$ cat src/hdl/oaht_pkg.sv
// ----------------------------------------------------------------------------
// oaht_pkg: shared types and constants of the open addressing hash table
// Sizes, request and response items, operation and status codes, and the
// read and write structs that pass between the prober and the slot store.
// ----------------------------------------------------------------------------
package oaht_pkg;

    // Table geometry. BUCKETS must be a power of two.
    localparam int BUCKETS    = 256;
    localparam int IDX_W      = $clog2(BUCKETS);
    localparam int STEP_W     = IDX_W + 1;
    localparam int CNT_W      = IDX_W + 1;
    localparam int FILL_LIMIT = BUCKETS / 2 - 1;

    // Field widths of the items.
    localparam int OP_W    = 2;
    localparam int KEY_W   = 32;
    localparam int HASH_W  = 32;
    localparam int VALUE_W = 32;

    // Operation codes; any other code behaves as a get.
    localparam logic [OP_W-1:0] OP_GET    = 2'd0;
    localparam logic [OP_W-1:0] OP_SET    = 2'd1;
    localparam logic [OP_W-1:0] OP_REMOVE = 2'd2;

    // Status codes.
    localparam logic STATUS_DONE = 1'b0;
    localparam logic STATUS_FULL = 1'b1;

    // Request item.
    typedef struct packed {
        logic [OP_W-1:0]    operation;
        logic [KEY_W-1:0]   key;
        logic [HASH_W-1:0]  key_hash;
        logic [VALUE_W-1:0] value;
    } t_req;

    // Response item.
    typedef struct packed {
        logic               found;
        logic [VALUE_W-1:0] value_out;
        logic               status;
    } t_rsp;

    // Slot contents as read from the store through its registered read port.
    typedef struct packed {
        logic               valid;
        logic               tomb;
        logic [KEY_W-1:0]   key;
        logic [VALUE_W-1:0] value;
    } t_slot_rd;

    // Write command into the store.
    typedef struct packed {
        logic               tag_we;
        logic               val_we;
        logic [IDX_W-1:0]   addr;
        logic               tomb;
        logic [KEY_W-1:0]   key;
        logic [VALUE_W-1:0] value;
    } t_slot_wr;

endpackage

$ cat src/hdl/oaht_probe.sv
// ----------------------------------------------------------------------------
// oaht_probe: probe sequencer of the hash table
// Walks the triangular probe path one slot per cycle, tracks the first
// tombstone, applies the update and registers the response item.
// ----------------------------------------------------------------------------
module oaht_probe (
    input  logic                          i_clk,
    input  logic                          i_rst_n,
    input  logic                          i_start,
    input  oaht_pkg::t_req                i_req,
    input  oaht_pkg::t_slot_rd            i_rd,
    output logic [oaht_pkg::IDX_W-1:0]    o_rd_addr,
    output oaht_pkg::t_slot_wr            o_wr,
    output logic                          o_busy,
    output logic                          o_done,
    output oaht_pkg::t_rsp                o_rsp
);

    typedef enum logic [1:0] {
        ST_IDLE  = 2'b01,
        ST_PROBE = 2'b10
    } t_state;

    t_state                           r_state, n_state;
    oaht_pkg::t_req                   r_req, n_req;
    logic [oaht_pkg::IDX_W-1:0]       r_idx, n_idx;
    logic [oaht_pkg::STEP_W-1:0]      r_step, n_step;
    logic                             r_tomb_seen, n_tomb_seen;
    logic [oaht_pkg::IDX_W-1:0]       r_tomb_idx, n_tomb_idx;
    logic [oaht_pkg::CNT_W-1:0]       r_used_cnt, n_used_cnt;
    logic [oaht_pkg::CNT_W-1:0]       r_tomb_cnt, n_tomb_cnt;
    logic                             r_done, n_done;
    oaht_pkg::t_rsp                   r_rsp, n_rsp;

    logic                             cur_empty;
    logic                             cur_tomb;
    logic                             hit;
    logic                             last;
    logic                             eff_tomb_seen;
    logic [oaht_pkg::IDX_W-1:0]       eff_tomb_idx;
    logic [oaht_pkg::IDX_W-1:0]       nxt_idx;
    logic [oaht_pkg::IDX_W-1:0]       slot;
    logic                             have_slot;

    // Classification of the slot read in this cycle.
    always_comb begin
        cur_empty     = !i_rd.valid;
        cur_tomb      = i_rd.valid && i_rd.tomb;
        hit           = i_rd.valid && !i_rd.tomb && (i_rd.key == r_req.key);
        last          = cur_empty || hit
                        || (r_step == oaht_pkg::STEP_W'(oaht_pkg::BUCKETS));
        eff_tomb_seen = r_tomb_seen || cur_tomb;
        eff_tomb_idx  = r_tomb_seen ? r_tomb_idx : r_idx;
        nxt_idx       = r_idx + r_step[oaht_pkg::IDX_W-1:0];
        have_slot     = cur_empty || eff_tomb_seen;
        slot          = eff_tomb_seen ? eff_tomb_idx : r_idx;
    end

    // Next state, store access and response.
    always_comb begin
        n_state     = r_state;
        n_req       = r_req;
        n_idx       = r_idx;
        n_step      = r_step;
        n_tomb_seen = r_tomb_seen;
        n_tomb_idx  = r_tomb_idx;
        n_used_cnt  = r_used_cnt;
        n_tomb_cnt  = r_tomb_cnt;
        n_done      = 1'b0;
        n_rsp       = r_rsp;
        o_rd_addr   = nxt_idx;
        o_wr        = '0;
        o_wr.key    = r_req.key;
        o_wr.value  = r_req.value;

        unique case (r_state)
            ST_IDLE: begin
                o_rd_addr = i_req.key_hash[oaht_pkg::IDX_W-1:0];
                if (i_start) begin
                    n_state     = ST_PROBE;
                    n_req       = i_req;
                    n_idx       = i_req.key_hash[oaht_pkg::IDX_W-1:0];
                    n_step      = oaht_pkg::STEP_W'(1);
                    n_tomb_seen = 1'b0;
                end
            end
            ST_PROBE: begin
                if (!last) begin
                    // Keep walking; remember the first tombstone only.
                    n_idx       = nxt_idx;
                    n_step      = r_step + oaht_pkg::STEP_W'(1);
                    n_tomb_seen = eff_tomb_seen;
                    n_tomb_idx  = eff_tomb_idx;
                end else begin
                    n_state         = ST_IDLE;
                    n_done          = 1'b1;
                    n_rsp.found     = hit;
                    n_rsp.value_out = hit ? i_rd.value : '0;
                    n_rsp.status    = oaht_pkg::STATUS_DONE;
                    if (r_req.operation == oaht_pkg::OP_SET) begin
                        priority if (hit) begin
                            // Replace in place.
                            o_wr.val_we = 1'b1;
                            o_wr.addr   = r_idx;
                        end else if (have_slot && eff_tomb_seen) begin
                            // Reuse the first tombstone on the path.
                            o_wr.tag_we = 1'b1;
                            o_wr.val_we = 1'b1;
                            o_wr.addr   = slot;
                            if (r_tomb_cnt != '0) begin
                                n_tomb_cnt = r_tomb_cnt - oaht_pkg::CNT_W'(1);
                            end
                        end else if (have_slot && (r_used_cnt
                                     < oaht_pkg::CNT_W'(oaht_pkg::FILL_LIMIT))) begin
                            // Fresh empty slot.
                            o_wr.tag_we = 1'b1;
                            o_wr.val_we = 1'b1;
                            o_wr.addr   = slot;
                            n_used_cnt  = r_used_cnt + oaht_pkg::CNT_W'(1);
                        end else begin
                            n_rsp.status = oaht_pkg::STATUS_FULL;
                        end
                    end else if (r_req.operation == oaht_pkg::OP_REMOVE) begin
                        if (hit) begin
                            o_wr.tag_we = 1'b1;
                            o_wr.tomb   = 1'b1;
                            o_wr.addr   = r_idx;
                            n_tomb_cnt  = r_tomb_cnt + oaht_pkg::CNT_W'(1);
                        end
                    end
                end
            end
            default: begin
                n_state = ST_IDLE;
            end
        endcase
    end

    // Control registers.
    always_ff @(posedge i_clk) begin
        if (!i_rst_n) begin
            r_state    <= ST_IDLE;
            r_used_cnt <= '0;
            r_tomb_cnt <= '0;
            r_done     <= 1'b0;
        end else begin
            r_state    <= n_state;
            r_used_cnt <= n_used_cnt;
            r_tomb_cnt <= n_tomb_cnt;
            r_done     <= n_done;
        end
    end

    // Payload and probe registers.
    always_ff @(posedge i_clk) begin
        r_req       <= n_req;
        r_idx       <= n_idx;
        r_step      <= n_step;
        r_tomb_seen <= n_tomb_seen;
        r_tomb_idx  <= n_tomb_idx;
        r_rsp       <= n_rsp;
    end

    assign o_busy = (r_state != ST_IDLE);
    assign o_done = r_done;
    assign o_rsp  = r_rsp;

`ifndef NO_ASSERTIONS
    // The fill limit bounds the number of used slots.
    a_used_bound: assert property (@(posedge i_clk) disable iff (!i_rst_n)
        r_used_cnt <= oaht_pkg::CNT_W'(oaht_pkg::FILL_LIMIT))
        else $error("used slot count above fill limit");

    // Tombstones are a subset of the used slots.
    a_tomb_bound: assert property (@(posedge i_clk) disable iff (!i_rst_n)
        r_tomb_cnt <= r_used_cnt)
        else $error("tombstone count above used count");

    // A response follows the last probe cycle and leaves the sequencer idle.
    a_done_after_probe: assert property (@(posedge i_clk) disable iff (!i_rst_n)
        o_done |-> ($past(r_state) == ST_PROBE) && (r_state == ST_IDLE))
        else $error("response item without a finished probe");

    // A refused set never reports a hit.
    a_full_not_found: assert property (@(posedge i_clk) disable iff (!i_rst_n)
        (o_done && o_rsp.status == oaht_pkg::STATUS_FULL) |-> !o_rsp.found)
        else $error("full status together with found");

    // The store is written only in the last probe cycle.
    a_write_at_end: assert property (@(posedge i_clk) disable iff (!i_rst_n)
        (o_wr.tag_we || o_wr.val_we) |=> o_done)
        else $error("store write without a response item");
`endif

endmodule

$ cat config.mk
export PLATFORM = sky130hd
export DESIGN_NAME = oaht_probe
export DESIGN_NICKNAME = d
export VERILOG_FILES = /design/src/hdl/oaht_pkg.sv /design/src/hdl/oaht_probe.sv
export SDC_FILE = /design/constraint.sdc
export NUM_CORES = 1
export LEC_CHECK = 0
export BUFFER_PORTS_ARGS = -buffer_cell sky130_fd_sc_hd__buf_2
export CAP_MARGIN = 20
export CORE_ASPECT_RATIO = 1.4
export CORE_MARGIN = 2
export CORE_UTILIZATION = 43
export CTS_CLUSTER_DIAMETER = 50
export DETAILED_ROUTE_END_ITERATION = 6
export PLACE_DENSITY = 0.82
export RECOVER_POWER = 50
export SYNTH_ARGS = -nofsm -noshare
export SYNTH_HDL_FRONTEND = slang
export SYNTH_SLANG_ARGS = --single-unit
export TNS_END_PERCENT = 10
$ cat constraint.sdc
create_clock -name i_clk -period 3.24 [get_ports i_clk]
set_input_delay 0.162 -clock i_clk [delete_from_list [all_inputs] [get_ports i_clk]]
set_output_delay 0.162 -clock i_clk [all_outputs]
set_load 0.01 [all_outputs]
After elaboration in Yosys (flattened, before gate mapping)
Index checks and enable logic that the tools add are counted.
- memories kept: 0
- bits in registers: 138
- RAM bits: 0
- bits in latches: 0
- output and inout port bits: 119
- ROM bits: 0
- reduce and logical (&&, ||, !) cells: 20
- bitwise gates (word level): 4
- $mul: 0
- mux-type cells: 31
- eq/ne operators: 10
- shift operators: 0
- order comparisons: 1
- div/mod/pow operators: 0
- add/sub/neg operators: 3
- operator list (operator ; number):
    $mux W8 ; 6
    $mux W9 ; 5
    $eq A32 B32 Y1 ; 1
    $mux W11 ; 2
    $mux W10 ; 2
    $add A9 B1 Y9 const B ; 2
    $pmux W9 S2 ; 1
    $pmux W8 S2 ; 1
    $mux W1 ; 10
    $reduce_and A2 Y1 ; 5
    $eq A9 B9 Y1 const B ; 1
    $lt A9 B7 Y1 const B ; 1
    $add A8 B8 Y8 ; 1
    $ne A2 B2 Y1 const B ; 3
    $reduce_and A6 Y1 ; 1
    $logic_and A1 B1 Y1 ; 5
    $eq A2 B1 Y1 const B ; 2
    $eq A2 B2 Y1 const B ; 2
    $logic_or A1 B1 Y1 ; 4
    $mux W2 ; 2
    $not A1 Y1 ; 4
    $pmux W2 S2 ; 1
    $reduce_and A3 Y1 ; 1
    $reduce_or A3 Y1 ; 1
    4 further kinds ; 5

Longest topological paths before layout
- depth after elaboration: 10
- mapped depth: 9

Worst setup path after synthesis
OpenSTA, ideal clock, no wires.
- path kind: reg2reg
- from: register r_req, in the netlist o_wr[43]
- to: register r_rsp, in the netlist o_rsp[0] (enable)
- clock period less this slack: 3.588 ns
- cell stages (with the launch flop): 8
- required time: 2.815 ns
- buffers on the path: 1
- path slack: -0.348 ns
- arrival time: 3.163 ns
- setup time: 0.425 ns
- cell sequence: edfxtp_1 xnor2_1 nand4_1 nor4_1 nor3b_1 clkbuf_1 nor2_1 nor2_1
- longest elaborated chain between the ends: 5
- RTL lines (item ; RTL line ; source):
    start, declared ; oaht_probe.sv:25 ; oaht_pkg::t_req r_req, n_req;
    start signal, assigned ; oaht_probe.sv:156 ; r_req <= n_req;
    $eq A32 B32 Y1 ; oaht_probe.sv:49 ; hit = i_rd.valid && !i_rd.tomb && (i_rd.key == r_req.key);
    $logic_and A1 B1 Y1 ; oaht_probe.sv:49 ;
    $logic_or A1 B1 Y1 ; oaht_probe.sv:50 ; last = cur_empty || hit
    $logic_or A1 B1 Y1 ; oaht_probe.sv:51 ; || (r_step == oaht_pkg::STEP_W'(oaht_pkg::BUCKETS));
    $reduce_and A2 Y1 (no line) ; n/a ;
    end signal, assigned ; oaht_probe.sv:161 ; r_rsp <= n_rsp;
    end, declared ; oaht_probe.sv:33 ; oaht_pkg::t_rsp r_rsp, n_rsp;
Every way passes these cells.
A chain may end at the register's enable or synchronous reset.

==> out/metrics.yaml <==
synthesis:
  synth_top_cell_by_area: "edfxtp_1"
  ys_ff_latch: 138
  synth_edf_count: 126
  syn_inst: 478
  ys_top_cells_by_area: "edfxtp_1 60%, buf_4 7.6%, and2_1 4.2%"
  synth_nets: 656
  synth_area_per_cell_um2: 13.2
  synth_area_mm2: 0.00629
  synth_common_cells: "126 x edfxtp_1, 64 x buf_4, 42 x and2_1"
  synth_top_flop_cell: "edfxtp_1"
  ys_seq_area_share_pct: 64.0
  yosysMostFrequentCell: "edfxtp_1"
  synth_warnings: 0
  async_flop_share_pct: 0
  synth.distinct_cells: 44
  yosysTopAreaCellShare_pct: 60.2
outcome:
  status: "completed"
placed_design:
  routabilityCongestion: 0.791
  place_hpwl_mm: 11.5
  pre_cts_slack_ns: 0.580
  placed_cells: 864
  dpl_cell_area_mm2: 0.00742
  port_buffers: 261
route:
  dr.pass1.iters: 5
  drc: 0
  dr.first_iter.drc_count: 259
  vias_per_cell: 4.84
  routed_wl_mm: 17.0
  post_drt_wl_per_cell_um: 17.7
  via_count: 4654
  ant_nets: 0
clock_network:
  htree_levels: 4
  cts_buffer_depth: 2
  cts_buffers: 17
  cts_hold_buf: 66
  cts_resized: 0
  clkTransAtPathRegs_ns: 0.06
  cts_tree: "done"
  cts_root_buffer: "clkbuf_16"
  clock_sinks: 138
  clk_latency_ns: 0.41
  postCtsSetupBuffers: 0
sta:
  clock.fmax_mhz: 333
  period_share_pct: 92.8
  fin_hold_ws_ns: 0.0198
  layout_setup_ws_ns: 0.233
  relSlewSlack_pct: 54.4
  skew_ns: 0.0124
  finalSetupTns_ns: 0
  rsz0062_at_grt: "false"
  tightest_slew_ns: 0.683
  fin_crit_ns: 3.01
  setup_viol: 0
  hold_viol_final: 0
  finalMaxSlewViolations: 0
grt:
  grt_max_degree: 35
  grt-ovfl-total: 0
  antenna_found_initial: 1
  grt_pass1_wl_mm: 25.0
  grt_pass1_vias: 4682
  grt_usage_pct: 21.3
setup_path:
  cp-startpoint: "r_step[7]$_SDFFCE_PN0P_"
  criticalPathCategory: "flop to primary output"
  startpoint_type: "flop"
  end_kind: "primary output"
  arrival_ns: 2.85
  worstPathRequired_ns: 3.08
  reg2reg_from: "o_wr[60]$_DFFE_PP_"
  crit_fanout: 6
final_layout:
  syn2layout_area_growth_pct: 35.5
  nets: 938
  regArea_mm2: 0.00402
  utilization_pct: 59.3
  fin_cells: 962
  drive_gt1_share_pct: 26.8
  n_fill_cell: 1190
  multi_input_area_mm2: 0.00173
  final_area_mm2: 0.00852
power:
  p_total_mw: 4.46
  peakVddDrop_v: 0.000254
  leakage_nw: 3.39
  powerDensity_mw_per_mm2: 524
min_path:
  hold_path_class: "input port to flop"
  min_from: "i_rst_n"
floorplan:
  start_util_pct: 43.7
  core_area_mm2: 0.0144
  die_x_um: 106
  ioPinCount: 286
  dieArea_mm2: 0.0156
  rows: 52
  die_h_um: 147
flow_run:
  drv_cap: 0
==> worst max-delay path, stage by stage (launching register included) <==
cell      delay (ns)
edfxtp_1        0.46
or4_4           0.57
o41ai_4         0.44
nand2_1         0.19
or3b_2          0.48
a21oi_1         0.14
buf_2           0.15
==> cell type report <==
class                      instances  area share, %
antenna                            1         0.0294
timing repair buffer             337           22.5
tap                              189           2.77
multi-input combinational        255           20.3
inverter                          11          0.484
clock buffer                      18           5.04
clock inverter                    13           1.69
sequential                       138           47.2
==> routing by layer <==
layer	global-route usage, %	part of all wire, %
met1	22.5	37
met2	39.6	55
met3	5.81	7.0
met4	8.49	1.6
met5	0	0
==> cell families (layout without fill, tap and decap cells) <==
family	after synthesis	after routing	share of synthesized area [%]
AO/OA/AOI/OAI	46	46	5.07
other	0	1	0
multiplexers	1	1	0.159
AND/OR/NAND/NOR	151	151	13.2
flip-flops	138	138	64.0
adder cells (fa/ha/maj)	11	11	2.31
XOR/XNOR	46	46	6.41
buffers and inverters	85	379	8.89
==> report_power, final <==
part	internal, mW	switching (mW)	total [mW]	leakage, nW
Combinational	0.229	0.257	0.486	1.76
Sequential	2.03	0.0516	2.08	1.36
Clock	1.14	0.758	1.89	0.270
Total	3.40	1.07	4.46	3.39
==> registers in the layout, summed over array words and instances, names as in the netlist, named ones only <==
signal / flops
r_req: 2
o_done: 1
r_tomb_seen: 1
r_used_cnt: 9
o_rsp: 34
o_wr: 64
r_state: 2
r_idx: 8
r_step: 9
==> cell usage in the layout, fill, tap and decap left out, types with 8 or more instances in the layout <==
cell	Yosys	layout
buf_2	0	157
edfxtp_1	126	126
clkbuf_1	10	107
dlygate4sd3_1	0	66
nand2_1	40	40
and2_1	42	40
xnor2_1	25	25
xor2_1	21	21
nor2_1	21	20
clkbuf_16	0	17
o21ai_0	16	16
dfxtp_1	12	12
inv_1	11	11
a21oi_1	10	10
ha_1	10	10
nand4_1	8	8
o2bb2ai_1	8	8
==> worst paths after layout <==
| check | endpoint | slack [ns] | cells past startpoint |
|---|---|---|---|
| worst max-delay path | o_wr[74] | 0.23 | 6 |
| worst min-delay path | r_state[0]$_SDFFE_PN1P_ | 0.02 | 2 |
| worst max register to register | o_rsp[14]$_SDFFCE_PN0P_ | 0.61 | 8 |
| worst min register to register | r_used_cnt[7]$_SDFFE_PN0P_ | 0.46 | 1 |
Power figures use the tool's default switching activity.
